File: config.mk
export PLATFORM = sky130hd
export DESIGN_NAME = dpp_lane
export DESIGN_NICKNAME = d
export VERILOG_FILES = /design/src/rtl/dpp_pkg.sv /design/src/rtl/dpp_lane.sv
export SDC_FILE = /design/constraint.sdc
export NUM_CORES = 2
export LEC_CHECK = 0
export ABC_AREA = 1
export ABC_CLOCK_PERIOD_IN_PS = 7700
export BUFFER_PORTS_ARGS = -buffer_cell sky130_fd_sc_hd__buf_4
export CELL_PAD_IN_SITES_DETAIL_PLACEMENT = 0
export CELL_PAD_IN_SITES_GLOBAL_PLACEMENT = 1
export CORE_MARGIN = 2
export CORE_UTILIZATION = 30
export DETAILED_ROUTE_END_ITERATION = 8
export PLACE_DENSITY = 0.67
export SETUP_SLACK_MARGIN = 0.5
export SKIP_CTS_REPAIR_TIMING = 1
export SLEW_MARGIN = 30
export SYNTH_ARGS = -nofsm -noshare
export SYNTH_HDL_FRONTEND = slang
export SYNTH_SLANG_ARGS = --single-unit
File: constraint.sdc
create_clock -name i_clk -period 7.7 [get_ports i_clk]
set_input_delay 1.925 -clock i_clk [delete_from_list [all_inputs] [get_ports i_clk]]
set_output_delay 1.925 -clock i_clk [all_outputs]
set_load 0.03 [all_outputs]
File: src/rtl/dpp_pkg.sv
// dpp_pkg: shared types and constants of the depth pixel to point pipeline
// (pixel and point words, configuration set, stage enables, stride table)
// no dependencies
package dpp_pkg;

    localparam int NUM_STAGES = 7;
    localparam int STG_IN     = 0;
    localparam int STG_MUL    = 1;
    localparam int STG_RAY    = 2;
    localparam int STG_CLAMP  = 3;
    localparam int STG_SCALE  = 4;
    localparam int STG_SUM    = 5;
    localparam int STG_OUT    = 6;

    localparam int CFG_INDEX_W = 3;
    localparam int CFG_DATA_W  = 24;

    localparam logic [CFG_INDEX_W-1:0] CFG_IMAGE_WIDTH   = 3'd0;
    localparam logic [CFG_INDEX_W-1:0] CFG_IMAGE_HEIGHT  = 3'd1;
    localparam logic [CFG_INDEX_W-1:0] CFG_SAMPLE_STRIDE = 3'd2;
    localparam logic [CFG_INDEX_W-1:0] CFG_INVERSE_FOCAL = 3'd3;
    localparam logic [CFG_INDEX_W-1:0] CFG_COSINE_YAW    = 3'd4;
    localparam logic [CFG_INDEX_W-1:0] CFG_SINE_YAW      = 3'd5;
    localparam logic [CFG_INDEX_W-1:0] CFG_NEAR_LIMIT    = 3'd6;
    localparam logic [CFG_INDEX_W-1:0] CFG_FAR_LIMIT     = 3'd7;

    // ceil(2^18 / stride), stride zero reads as one
    localparam int RECIP_SHIFT = 18;
    localparam logic [18:0] STRIDE_RECIP [32] = '{
        19'd262144, 19'd262144, 19'd131072, 19'd87382,
        19'd65536,  19'd52429,  19'd43691,  19'd37450,
        19'd32768,  19'd29128,  19'd26215,  19'd23832,
        19'd21846,  19'd20165,  19'd18725,  19'd17477,
        19'd16384,  19'd15421,  19'd14564,  19'd13798,
        19'd13108,  19'd12484,  19'd11916,  19'd11398,
        19'd10923,  19'd10486,  19'd10083,  19'd9710,
        19'd9363,   19'd9040,   19'd8739,   19'd8457
    };

    localparam logic [24:0] DEPTH_DIV      = 25'h0FF_FFFF;
    localparam logic [24:0] DEPTH_DIV_X2   = 25'h1FF_FFFE;
    localparam logic [47:0] DEPTH_ROUND    = 48'd8388607;
    localparam logic signed [39:0] RAY_LIMIT = 40'sh7F_FFFF_FFFF;

    typedef struct packed {
        logic [7:0]  red_byte;
        logic [7:0]  green_byte;
        logic [7:0]  blue_byte;
        logic [11:0] pixel_column;
        logic [11:0] pixel_row;
    } t_pixel;

    typedef struct packed {
        logic signed [31:0] point_forward;
        logic signed [31:0] point_left;
        logic signed [31:0] point_up;
    } t_point;

    typedef struct packed {
        logic [12:0]        image_width;
        logic [12:0]        image_height;
        logic [4:0]         sample_stride;
        logic [23:0]        inverse_focal;
        logic signed [17:0] cosine_yaw;
        logic signed [17:0] sine_yaw;
        logic [23:0]        near_limit;
        logic [23:0]        far_limit;
    } t_cfg;

    localparam t_cfg CFG_RESET = '{
        image_width:   13'd800,
        image_height:  13'd600,
        sample_stride: 5'd1,
        inverse_focal: 24'd2621,
        cosine_yaw:    18'sd65536,
        sine_yaw:      18'sd0,
        near_limit:    24'd0,
        far_limit:     24'd1638400
    };

    typedef struct packed {
        logic [NUM_STAGES-1:0] en;
    } t_pipe_ctl;

endpackage

File: src/rtl/dpp_lane.sv
// dpp_lane: depth times ray for one coordinate, rounded and saturated,
// three pipeline stages; depends on dpp_pkg
module dpp_lane (
    input  logic               i_clk,
    input  dpp_pkg::t_pipe_ctl i_ctl,
    input  logic [23:0]        i_depth,
    input  logic signed [39:0] i_ray,
    output logic signed [31:0] o_coord
);
    import dpp_pkg::*;

    logic [43:0]        r_e_lo;
    logic signed [44:0] r_e_hi;
    logic signed [63:0] r_f_prod;
    logic signed [63:0] biased;
    logic signed [39:0] rounded;
    logic signed [31:0] sat;
    logic signed [31:0] r_g_coord;

    // split the ray into a signed high half and an unsigned low half
    always_ff @(posedge i_clk) begin
        if (i_ctl.en[STG_SCALE]) begin
            r_e_lo <= 44'(i_depth) * 44'(i_ray[19:0]);
            r_e_hi <= 45'($signed({1'b0, i_depth})) * 45'($signed(i_ray[39:20]));
        end
    end

    always_ff @(posedge i_clk) begin
        if (i_ctl.en[STG_SUM]) begin
            r_f_prod <= (64'(r_e_hi) <<< 20) + 64'($signed({1'b0, r_e_lo}));
        end
    end

    // round ties away from zero, then saturate
    always_comb begin
        biased  = r_f_prod + (r_f_prod[63] ? 64'sd8388607 : 64'sd8388608);
        rounded = 40'(biased >>> 24);
        if (rounded > 40'sd2147483647) begin
            sat = 32'sh7FFF_FFFF;
        end else if (rounded < -40'sd2147483648) begin
            sat = 32'sh8000_0000;
        end else begin
            sat = 32'(rounded);
        end
    end

    always_ff @(posedge i_clk) begin
        if (i_ctl.en[STG_OUT]) begin
            r_g_coord <= sat;
        end
    end

    assign o_coord = r_g_coord;

endmodule

==> flow_summary.yaml <==
final_layout:
  final_cell_mix: "inv_1 (1560), nand2_1 (1480), fa_1 (744)"
  n_antenna_cell: 0
  final_nets: 7226
  fillers: 15100
  layout_commonest_cell: "inv_1"
  area_growth_pct: 21.5
  layout-drive-gt1-share: 0.159
detailed_routing:
  via_per_inst: 4.41
  post-route-drc-count: 0
  drt-pass1-iter-count: 6
  final_antenna_net_count: 0
  routed_wl_um: 127000
  dr.first_iter.drc_count: 1967
  num_vias: 34900
  wl_per_cell_um: 16.1
cts:
  clock-root-buffer: "clkbuf_16"
  clock-sinks: 184
  cts_buffer_depth: 2
  h-tree-depth: 4
  cts_buffers: 17
  cts_tree: "done"
  clk_pin_slew_worst_paths_ps: 80
  insertion_delay_ps: 460
floorplanning:
  ios: 104
  die_area_mm2: 0.148
  core.rowCount: 139
  die_h_um: 385
  die_x_um: 385
  initial_core_util: 0.303
  core_area_mm2: 0.144
worst_setup_path:
  r2r_end: "o_coord[20]$_SDFFCE_PN1P_"
  rr_worst_depth: 18
  cp_data_arrival_time_ps: 7610
  path_class: "input pin to flop"
  r2r-start: "r_f_prod[63]$_DFFE_PP_"
  critPathRequiredTime_ps: 7960
  r2r_setup_slack_ps: 4340
  worst_setup_path_start_kind: "input pin"
  cp_max_fo: 8
  critPathCaptureType: "flop"
sta:
  finalSetupViolations: 0
  max_slew_margin: 0.379
  hold_violations: 0
  clock.fmax_mhz: 136
  hold_ws_ps: 416
  worst_slew_pin_slew_ps: 932
  post-route-min-period_ps: 7350
  fin_skew_ps: 12.9
  maxSlewViolCount: 0
  fin_crit_sh: 0.955
  rsz0062_at_grt: "yes"
status:
  status: "finished, final reports clean"
logic_synthesis:
  synthCells: 5570
  syn_avg_cell_area_um2: 7.83
  synth_nets: 6804
  ys_types: 49
  synth_area_mm2: 0.0436
  synth_warnings: 0
  synth_seq_area_share: 0.127
  ys_seq_elements: 184
global_routing:
  grt-ovfl-total: 0
  grt_usage: 0.170
  grt_pass1_wl_um: 200000
  grt_pass1_vias: 36700
  antenna_found_initial: 4
  grt_max_degree: 77
worst_hold_path:
  hp-start: "r_e_lo[6]$_DFFE_PP_"
  min_to: "r_f_prod[6]$_DFFE_PP_"
  min_path_cells: 0
  worst_hold_path_type: "flop to flop"
placement:
  gp_congestion: 0.872
  place.port_buffers: 99
  hpwl_um: 108000
flow_run:
  drv_cap: 0
==> routing by layer <==
metal,wire (µm),vias to the layer above,global-route usage
li1,-,17000,-
met3,5210,120,0.0130
met1,61300,17000,0.248
met4,2750,6,0.0299
met5,34,-,0
met2,57700,642,0.278
==> critical path, stage by stage <==
cell       delay, ps
buf_16           130
buf_12           150
nand2_1           80
inv_2             40
fa_1             480
inv_1             50
fa_1             500
inv_2             60
fa_2             550
fa_1             460
fa_1             500
fa_1             540
inv_2             40
fa_1             570
inv_2             60
ha_4             320
nand2_4           80
nor2_2           120
inv_1             70
buf_4            130
nor2_1           140
nand4_1          130
o2111ai_1        130
xor2_1           310
==> flip-flops by register name, summed over array words and instances, names as in the netlist <==
name,count
r_e_hi,44
r_f_prod,64
o_coord,32
r_e_lo,44
==> layout make-up <==
cell class / instances / area (µm²) / area share
multi-input cells: 3597 / 32900 / 0.620
inverters: 1607 / 6040 / 0.114
repair buffers: 585 / 5600 / 0.106
flip-flops and latches: 184 / 5530 / 0.104
well taps: 1903 / 2380 / 0.0449
clock buffers: 17 / 425 / 0.00803
clock inverters: 14 / 141 / 0.00267
==> logic make-up (layout without fill, tap and decap cells) <==
family	Yosys count	in the layout	share of synthesized area
flops	184	184	0.127
fa+ha+maj	1162	1162	0.469
simple gates	1976	1976	0.179
buf+inv	1789	2223	0.155
xor+xnor	145	145	0.0291
compound gates	314	314	0.0414
==> cell usage after synthesis (all sizes together) <==
cell | count | share of area
a21boi | 8 | 0.0015
a21o | 17 | 0.0029
a21oi | 134 | 0.015
a221oi | 1 | 0.00020
a311oi | 1 | 0.00020
a31o | 1 | 0.00020
a31oi | 28 | 0.0040
a41o | 1 | 0.00023
and2 | 1 | 0.00014
and3 | 1 | 0.00014
buf | 8 | 0.0017
clkbuf | 174 | 0.015
edfxtp | 184 | 0.13
fa | 786 | 0.36
ha | 376 | 0.11
inv | 1607 | 0.14
nand2 | 1532 | 0.13
nand3 | 95 | 0.011
nand3b | 1 | 0.00017
nand4 | 33 | 0.0049
nor2 | 244 | 0.021
nor3 | 38 | 0.0048
nor4 | 15 | 0.0022
o2111ai | 2 | 0.00040
o211ai | 5 | 0.00086
o21a | 10 | 0.0017
o21ai | 83 | 0.0097
o21bai | 11 | 0.0019
o221a | 1 | 0.00026
o221ai | 1 | 0.00020
o22ai | 2 | 0.00029
o311ai | 1 | 0.00020
o31a | 1 | 0.00020
o31ai | 6 | 0.0010
or2 | 16 | 0.0023
xnor2 | 40 | 0.0080
xor2 | 105 | 0.021
==> worst max path at each step <==
stage	from	to	slack [ps]	cells after the start
global placement	i_depth[18]	r_e_hi[40]$_DFFE_PP_	-370	26
finish	i_depth[5]	r_e_hi[27]$_DFFE_PP_	350	24
floorplan	i_depth[17]	r_e_lo[43]$_DFFE_PP_	380	23
detailed placement	i_depth[18]	r_e_hi[40]$_DFFE_PP_	-380	26
CTS	i_depth[18]	r_e_hi[40]$_DFFE_PP_	110	26
global route	i_depth[11]	r_e_lo[23]$_DFFE_PP_	160	24
==> stage by stage <==
stage	worst slack (ps)	instance area [µm²]	instances	util	TNS [ps]
global placement	-370	50100	7835	0.348	-9230
CTS	114	50600	7866	0.352	0
global route	164	53000	7907	0.368	0
detailed placement	-384	50100	7835	0.348	-10380
finish	348	53000	7907	0.368	0
floorplan	381	44500	5570	-	0
Power is not shown: default switching activity piles up to over one toggle a cycle in this logic, so the estimate is an artifact.
