<file path="src/rtl/dpp_pkg.sv">
// dpp_pkg: shared types and constants of the depth pixel to point pipeline
// (pixel and point words, configuration set, stage enables, stride table)
// no dependencies
package dpp_pkg;

    localparam int NUM_STAGES = 7;
    localparam int STG_IN     = 0;
    localparam int STG_MUL    = 1;
    localparam int STG_RAY    = 2;
    localparam int STG_CLAMP  = 3;
    localparam int STG_SCALE  = 4;
    localparam int STG_SUM    = 5;
    localparam int STG_OUT    = 6;

    localparam int CFG_INDEX_W = 3;
    localparam int CFG_DATA_W  = 24;

    localparam logic [CFG_INDEX_W-1:0] CFG_IMAGE_WIDTH   = 3'd0;
    localparam logic [CFG_INDEX_W-1:0] CFG_IMAGE_HEIGHT  = 3'd1;
    localparam logic [CFG_INDEX_W-1:0] CFG_SAMPLE_STRIDE = 3'd2;
    localparam logic [CFG_INDEX_W-1:0] CFG_INVERSE_FOCAL = 3'd3;
    localparam logic [CFG_INDEX_W-1:0] CFG_COSINE_YAW    = 3'd4;
    localparam logic [CFG_INDEX_W-1:0] CFG_SINE_YAW      = 3'd5;
    localparam logic [CFG_INDEX_W-1:0] CFG_NEAR_LIMIT    = 3'd6;
    localparam logic [CFG_INDEX_W-1:0] CFG_FAR_LIMIT     = 3'd7;

    // ceil(2^18 / stride), stride zero reads as one
    localparam int RECIP_SHIFT = 18;
    localparam logic [18:0] STRIDE_RECIP [32] = '{
        19'd262144, 19'd262144, 19'd131072, 19'd87382,
        19'd65536,  19'd52429,  19'd43691,  19'd37450,
        19'd32768,  19'd29128,  19'd26215,  19'd23832,
        19'd21846,  19'd20165,  19'd18725,  19'd17477,
        19'd16384,  19'd15421,  19'd14564,  19'd13798,
        19'd13108,  19'd12484,  19'd11916,  19'd11398,
        19'd10923,  19'd10486,  19'd10083,  19'd9710,
        19'd9363,   19'd9040,   19'd8739,   19'd8457
    };

    localparam logic [24:0] DEPTH_DIV      = 25'h0FF_FFFF;
    localparam logic [24:0] DEPTH_DIV_X2   = 25'h1FF_FFFE;
    localparam logic [47:0] DEPTH_ROUND    = 48'd8388607;
    localparam logic signed [39:0] RAY_LIMIT = 40'sh7F_FFFF_FFFF;

    typedef struct packed {
        logic [7:0]  red_byte;
        logic [7:0]  green_byte;
        logic [7:0]  blue_byte;
        logic [11:0] pixel_column;
        logic [11:0] pixel_row;
    } t_pixel;

    typedef struct packed {
        logic signed [31:0] point_forward;
        logic signed [31:0] point_left;
        logic signed [31:0] point_up;
    } t_point;

    typedef struct packed {
        logic [12:0]        image_width;
        logic [12:0]        image_height;
        logic [4:0]         sample_stride;
        logic [23:0]        inverse_focal;
        logic signed [17:0] cosine_yaw;
        logic signed [17:0] sine_yaw;
        logic [23:0]        near_limit;
        logic [23:0]        far_limit;
    } t_cfg;

    localparam t_cfg CFG_RESET = '{
        image_width:   13'd800,
        image_height:  13'd600,
        sample_stride: 5'd1,
        inverse_focal: 24'd2621,
        cosine_yaw:    18'sd65536,
        sine_yaw:      18'sd0,
        near_limit:    24'd0,
        far_limit:     24'd1638400
    };

    typedef struct packed {
        logic [NUM_STAGES-1:0] en;
    } t_pipe_ctl;

endpackage

</file>
<file path="src/rtl/dpp_ctrl.sv">
// dpp_ctrl: valid bits and stage enables of the pixel pipeline
// depends on dpp_pkg
module dpp_ctrl (
    input  logic              i_clk,
    input  logic              i_rst_n,
    input  logic              i_in_valid,
    input  logic              i_out_ready,
    input  logic              i_keep,
    output dpp_pkg::t_pipe_ctl o_ctl,
    output logic              o_in_ready,
    output logic              o_out_valid
);
    import dpp_pkg::*;

    logic [NUM_STAGES-1:0] r_valid;
    logic [NUM_STAGES-1:0] n_valid;
    logic [NUM_STAGES-1:0] en;

    // a stage loads when empty or when its word moves on
    always_comb begin
        en[NUM_STAGES-1] = !r_valid[NUM_STAGES-1] || i_out_ready;
        for (int k = NUM_STAGES - 2; k >= 0; k--) begin
            en[k] = !r_valid[k] || en[k+1];
        end
    end

    always_comb begin
        n_valid = r_valid;
        for (int k = 0; k < NUM_STAGES; k++) begin
            if (en[k]) begin
                if (k == STG_IN) begin
                    n_valid[k] = i_in_valid;
                end else if (k == STG_SCALE) begin
                    n_valid[k] = r_valid[k-1] && i_keep;
                end else begin
                    n_valid[k] = r_valid[k-1];
                end
            end
        end
    end

    always_ff @(posedge i_clk) begin
        if (!i_rst_n) begin
            r_valid <= '0;
        end else begin
            r_valid <= n_valid;
        end
    end

    assign o_ctl.en    = en;
    assign o_in_ready  = en[STG_IN];
    assign o_out_valid = r_valid[NUM_STAGES-1];

    a_full_stall: assert property (@(posedge i_clk) disable iff (!i_rst_n)
        ((&r_valid) && !i_out_ready) |-> !o_in_ready)
        else $error("full pipeline stalled but input ready");

    a_no_loss: assert property (@(posedge i_clk) disable iff (!i_rst_n)
        (!i_in_valid && !i_out_ready && (!r_valid[STG_CLAMP] || i_keep))
        |=> ($countones(r_valid) == $past($countones(r_valid))))
        else $error("word lost or duplicated in pipeline");

    a_reset_clear: assert property (@(posedge i_clk)
        !i_rst_n |=> (r_valid == '0))
        else $error("valid bits not cleared by reset");

endmodule

</file>
<file path="config.mk">
export PLATFORM = sky130hd
export DESIGN_NAME = dpp_ctrl
export DESIGN_NICKNAME = d
export VERILOG_FILES = /design/src/rtl/dpp_pkg.sv /design/src/rtl/dpp_ctrl.sv
export SDC_FILE = /design/constraint.sdc
export NUM_CORES = 1
export LEC_CHECK = 0
export BUFFER_PORTS_ARGS = -buffer_cell sky130_fd_sc_hd__buf_2
export CORE_AREA = 5 5 42 44
export CTS_BUF_LIST = sky130_fd_sc_hd__clkbuf_16
export CTS_CLUSTER_SIZE = 25
export DETAILED_ROUTE_END_ITERATION = 8
export DIE_AREA = 0 0 47 49
export GPL_ROUTABILITY_DRIVEN = 0
export PLACE_DENSITY = 0.43
export SLEW_MARGIN = 10
export SYNTH_ARGS = -nofsm -noshare
export SYNTH_HDL_FRONTEND = slang
export SYNTH_SLANG_ARGS = --single-unit
</file>
<file path="constraint.sdc">
create_clock -name i_clk -period 1.1 [get_ports i_clk]
set_input_delay 0.22 -clock i_clk [delete_from_list [all_inputs] [get_ports i_clk]]
set_output_delay 0.22 -clock i_clk [all_outputs]
set_load 0.01 [all_outputs]
</file>
==> metrics list <==
* Run status: finished, violations left
- The final reports fail on negative setup slack.
- Minimum setup slack in the final design: -0.2943 ns
- Between clock sinks in the finished design, the worst skew comes to 0.002625 ns.
- Buffer levels on the longest clock path: 2
- The first detailed-routing pass ran for 2 iterations.
- Die width: 47 microns
- The repair_antennas step left the layout with diodes totalling 0.
* Number of antenna-violating nets in the routed design: 0
- Cell types occupying the most area after synthesis: sky130_fd_sc_hd__dfxtp_1 (47%), sky130_fd_sc_hd__nor2b_1 (6.3%), sky130_fd_sc_hd__inv_1 (5.0%), sky130_fd_sc_hd__o21a_1 (5.0%), sky130_fd_sc_hd__and4b_4 (4.6%)
- Power per standard cell area: 1406 nW/um^2
* Net count after synthesis: 36
- After detailed routing, the average wire length per cell comes to 10.24 microns.
- For the pin with the worst max-slew slack, the measured transition is 0.1366 ns.
- Across all layers, the routed design uses 321 vias.
- Critical path buffer and inverter count: 1
- The initial antenna violation count came to 0.
* Leakage power summed over all cells: 0.2822 nW
- Post-detailed-placement cell area: 456.7 sq um
- Type of element launching the critical path: flip-flop
- Worst stage delay on the critical path: 0.32 ns
- Total wire length: 778 microns
* Maximum vdd ir drop: 0.001106 V
- In the synthesized netlist, the number of instances is 31.
- Half-perimeter wire length after placement: 524.9 microns
* Arrival time at the worst endpoint: 1.17 ns
- The synthesized netlist contains 17 unique library cells.
- Standard-cell row count: 14
- Summing all multi-input logic gate instances after layout gives 165.2 sq um.
- After routing, the total negative slack on setup checks comes to -2.412 ns.
- Post-route DRC violation count: 0
* Worst Setup Path Type: flip-flop to output port
- Pin placement for this block handled 14 I/O pins.
- The via count of the first global-routing pass came to 294.
* Area occupied by registers: 143.9 sq um
* Fmax achieved: 717.2 MHz
* Post-synth EDFFs: 0
- Initial standard-cell utilization of the core: 21.25%
- The detailed router finished its first iteration with 4 violations.
- Sink Count: 7
- The share of the Yosys chip area taken by registers is 47.06%.
* Vias per cell: 4.224
- The floorplan step defined a die boundary enclosing 2303 sq um.
* Final setup violation count: 11
- Setup repair after global routing could not meet its margin everywhere.
- The signal on the critical path passes through and4b_4 -> and2_4 -> nand3_2 -> buf_6.
* Final net count: 66
* CTS root buffer: sky130_fd_sc_hd__clkbuf_16
- For this run, asynchronously set or reset flops after synthesis account for 0%.
- Clock tree from TritonCTS: built
- Flip-flop and latch count after synthesis: 7
* Pin count of the biggest net entering global routing: 8
- For the worst-skew pair, the clock arrives at the later sink with an insertion delay of 0.23 ns.
- Data on the critical path is required at its endpoint by 0.88 ns.
- In the global route stage, overall resource usage came out at 8.339%.
- Hold repair after CTS inserted 0 buffers.
- Layout Area Growth over Synthesis: 115.1%
- Delay-heaviest family, CP: simple AND/OR/NAND/NOR gates
* Clock-pin slew on the worst setup and hold paths: 0.04 ns
- Summed over its instances, the top area cell type makes up 47.06% of the synthesized netlist area.
- Counting flops per register, the top entry is r_valid.
* Largest register FFs: 7
- The largest registers in the layout are r_valid: 7 flops.
* Min cycle time layout: 1.394 ns
* Port Buffer Count: 13
* Setup crit end kind: output port
- Setup slack at placement: -0.1448 ns
- Buffers inserted during clock tree synthesis total 3.
- Final Hold Viols: 0
- Most used standard cell by instance count after synthesis: sky130_fd_sc_hd__dfxtp_1
- In this run the worst hold path is classified as primary input to flip-flop.
- The count of pins over their slew limit is 0.
* Total congestion overflow after global routing: 0
- Synthesized cell area: 297.8 sq um
- Share of layout cells above drive strength 1: 71.67%
* Worst slew slack as a fraction of its limit: 90.85%
- With fillers left out, the area of the finished cells amounts to 640.6 sq um.
* Core ar.: 1401 sq um
* Final Cycle Share: 126.8%
- Reported max-cap violation count: 0
- Total of fill cells in the finished design: 134
- In this run, placement finished with an instance count of 68.
- CTS built an H-tree with a depth of 1.
- Ys Warns: 0
- Vertical die dimension: 49 microns
- Excluding fillers, the count of instances in the completed layout stands at 76.
* Highest-delay cell along the critical path: sky130_fd_sc_hd__dfxtp_2
* Crit Path Max Fanout: 4
- The synthesized design spends more area on one cell type than any other, namely sky130_fd_sc_hd__dfxtp_1.
* Most frequent cells after synthesis: sky130_fd_sc_hd__dfxtp_1 (7), sky130_fd_sc_hd__inv_1 (4), sky130_fd_sc_hd__nand2_1 (3), sky130_fd_sc_hd__nor2b_1 (3), sky130_fd_sc_hd__o21a_1 (2)
* Commonest register cell after synthesis: sky130_fd_sc_hd__dfxtp_1
- The first global-routing pass estimated 1248 microns of wire.
* Avg Synthesized Cell Area: 9.606 sq um
[area by class of cell]
cell class | count | area share, %
Sequential cell | 7 | 22.46
Clock inverter | 1 | 0.5859
Multi-Input combinational cell | 19 | 25.78
Timing Repair Buffer | 26 | 33.98
Inverter | 4 | 2.344
Tap cell | 16 | 3.125
Clock buffer | 3 | 11.72
[repair_timing]
action / CTS / global route
pin swaps: 5 / 2
resized for setup: 10 / 10
setup buffers: 3 / 2
setup endpoints to repair: 9 / 13
[final timing paths]
check | to | slack [ns] | startpoint | cells past startpoint
max reg2reg | r_valid[6] | -0.14 | r_valid[6] | 6
min reg2reg | r_valid[4] | 0.48 | r_valid[3] | 2
max | o_ctl[1] | -0.29 | r_valid[6] | 4
min | r_valid[0] | 0.23 | i_in_valid | 3
[report_power, final]
group | internal, mW | switching, mW | total, mW
clock | 0.472 | 0.135 | 0.607
combinational | 0.0179 | 0.0123 | 0.0302
sequential | 0.261 | 0.00295 | 0.264
[cells by family (layout without fill, tap and decap cells)]
family          after synthesis  count (layout)  share of synthesized area, %
buf+inv                       5              34                         7.562
flops                         7               7                         47.06
simple gates                 12              12                         27.31
compound gates                7               7                         18.07
[per-layer routing]
metal / vias to the layer above / GRT usage (%) / wire length [microns]
met1: 148 / 8.889 / 316
met4: 0 / 5.530 / 0
li1: 163 / - / -
met5: - / 0 / 0
met3: 0 / 6.642 / 80
met2: 10 / 10.86 / 381
[tightest hold or removal path, stage by stage]
cell and delay [ns]:
sky130_fd_sc_hd__buf_2 0.09, sky130_fd_sc_hd__inv_1 0.05, sky130_fd_sc_hd__a21boi_2 0.04
[cells in the final DEF, fill, tap and decap left out, drive strengths merged]
cell,instances
buf,26
dfxtp,7
inv,5
nor2b,3
clkbuf,3
nand2,3
o21a,2
nand3,2
a21boi,2
and4b,1
and3,1
and2b,1
and2,1
a41oi,1
a31oi,1
a21oi,1
[through the flow]
stage	total power [mW]	hold WS, ns	util, %
after floorplan	0.2789	0.3375	-
after global placement	0.2961	0.4715	32.59
after detailed placement	0.2957	0.4640	32.59
after CTS	0.9158	0.2291	42.23
after global routing	0.9403	0.2396	45.71
final	0.9009	0.2289	45.71
No activity file was read; power rests on OpenSTA's default activity.
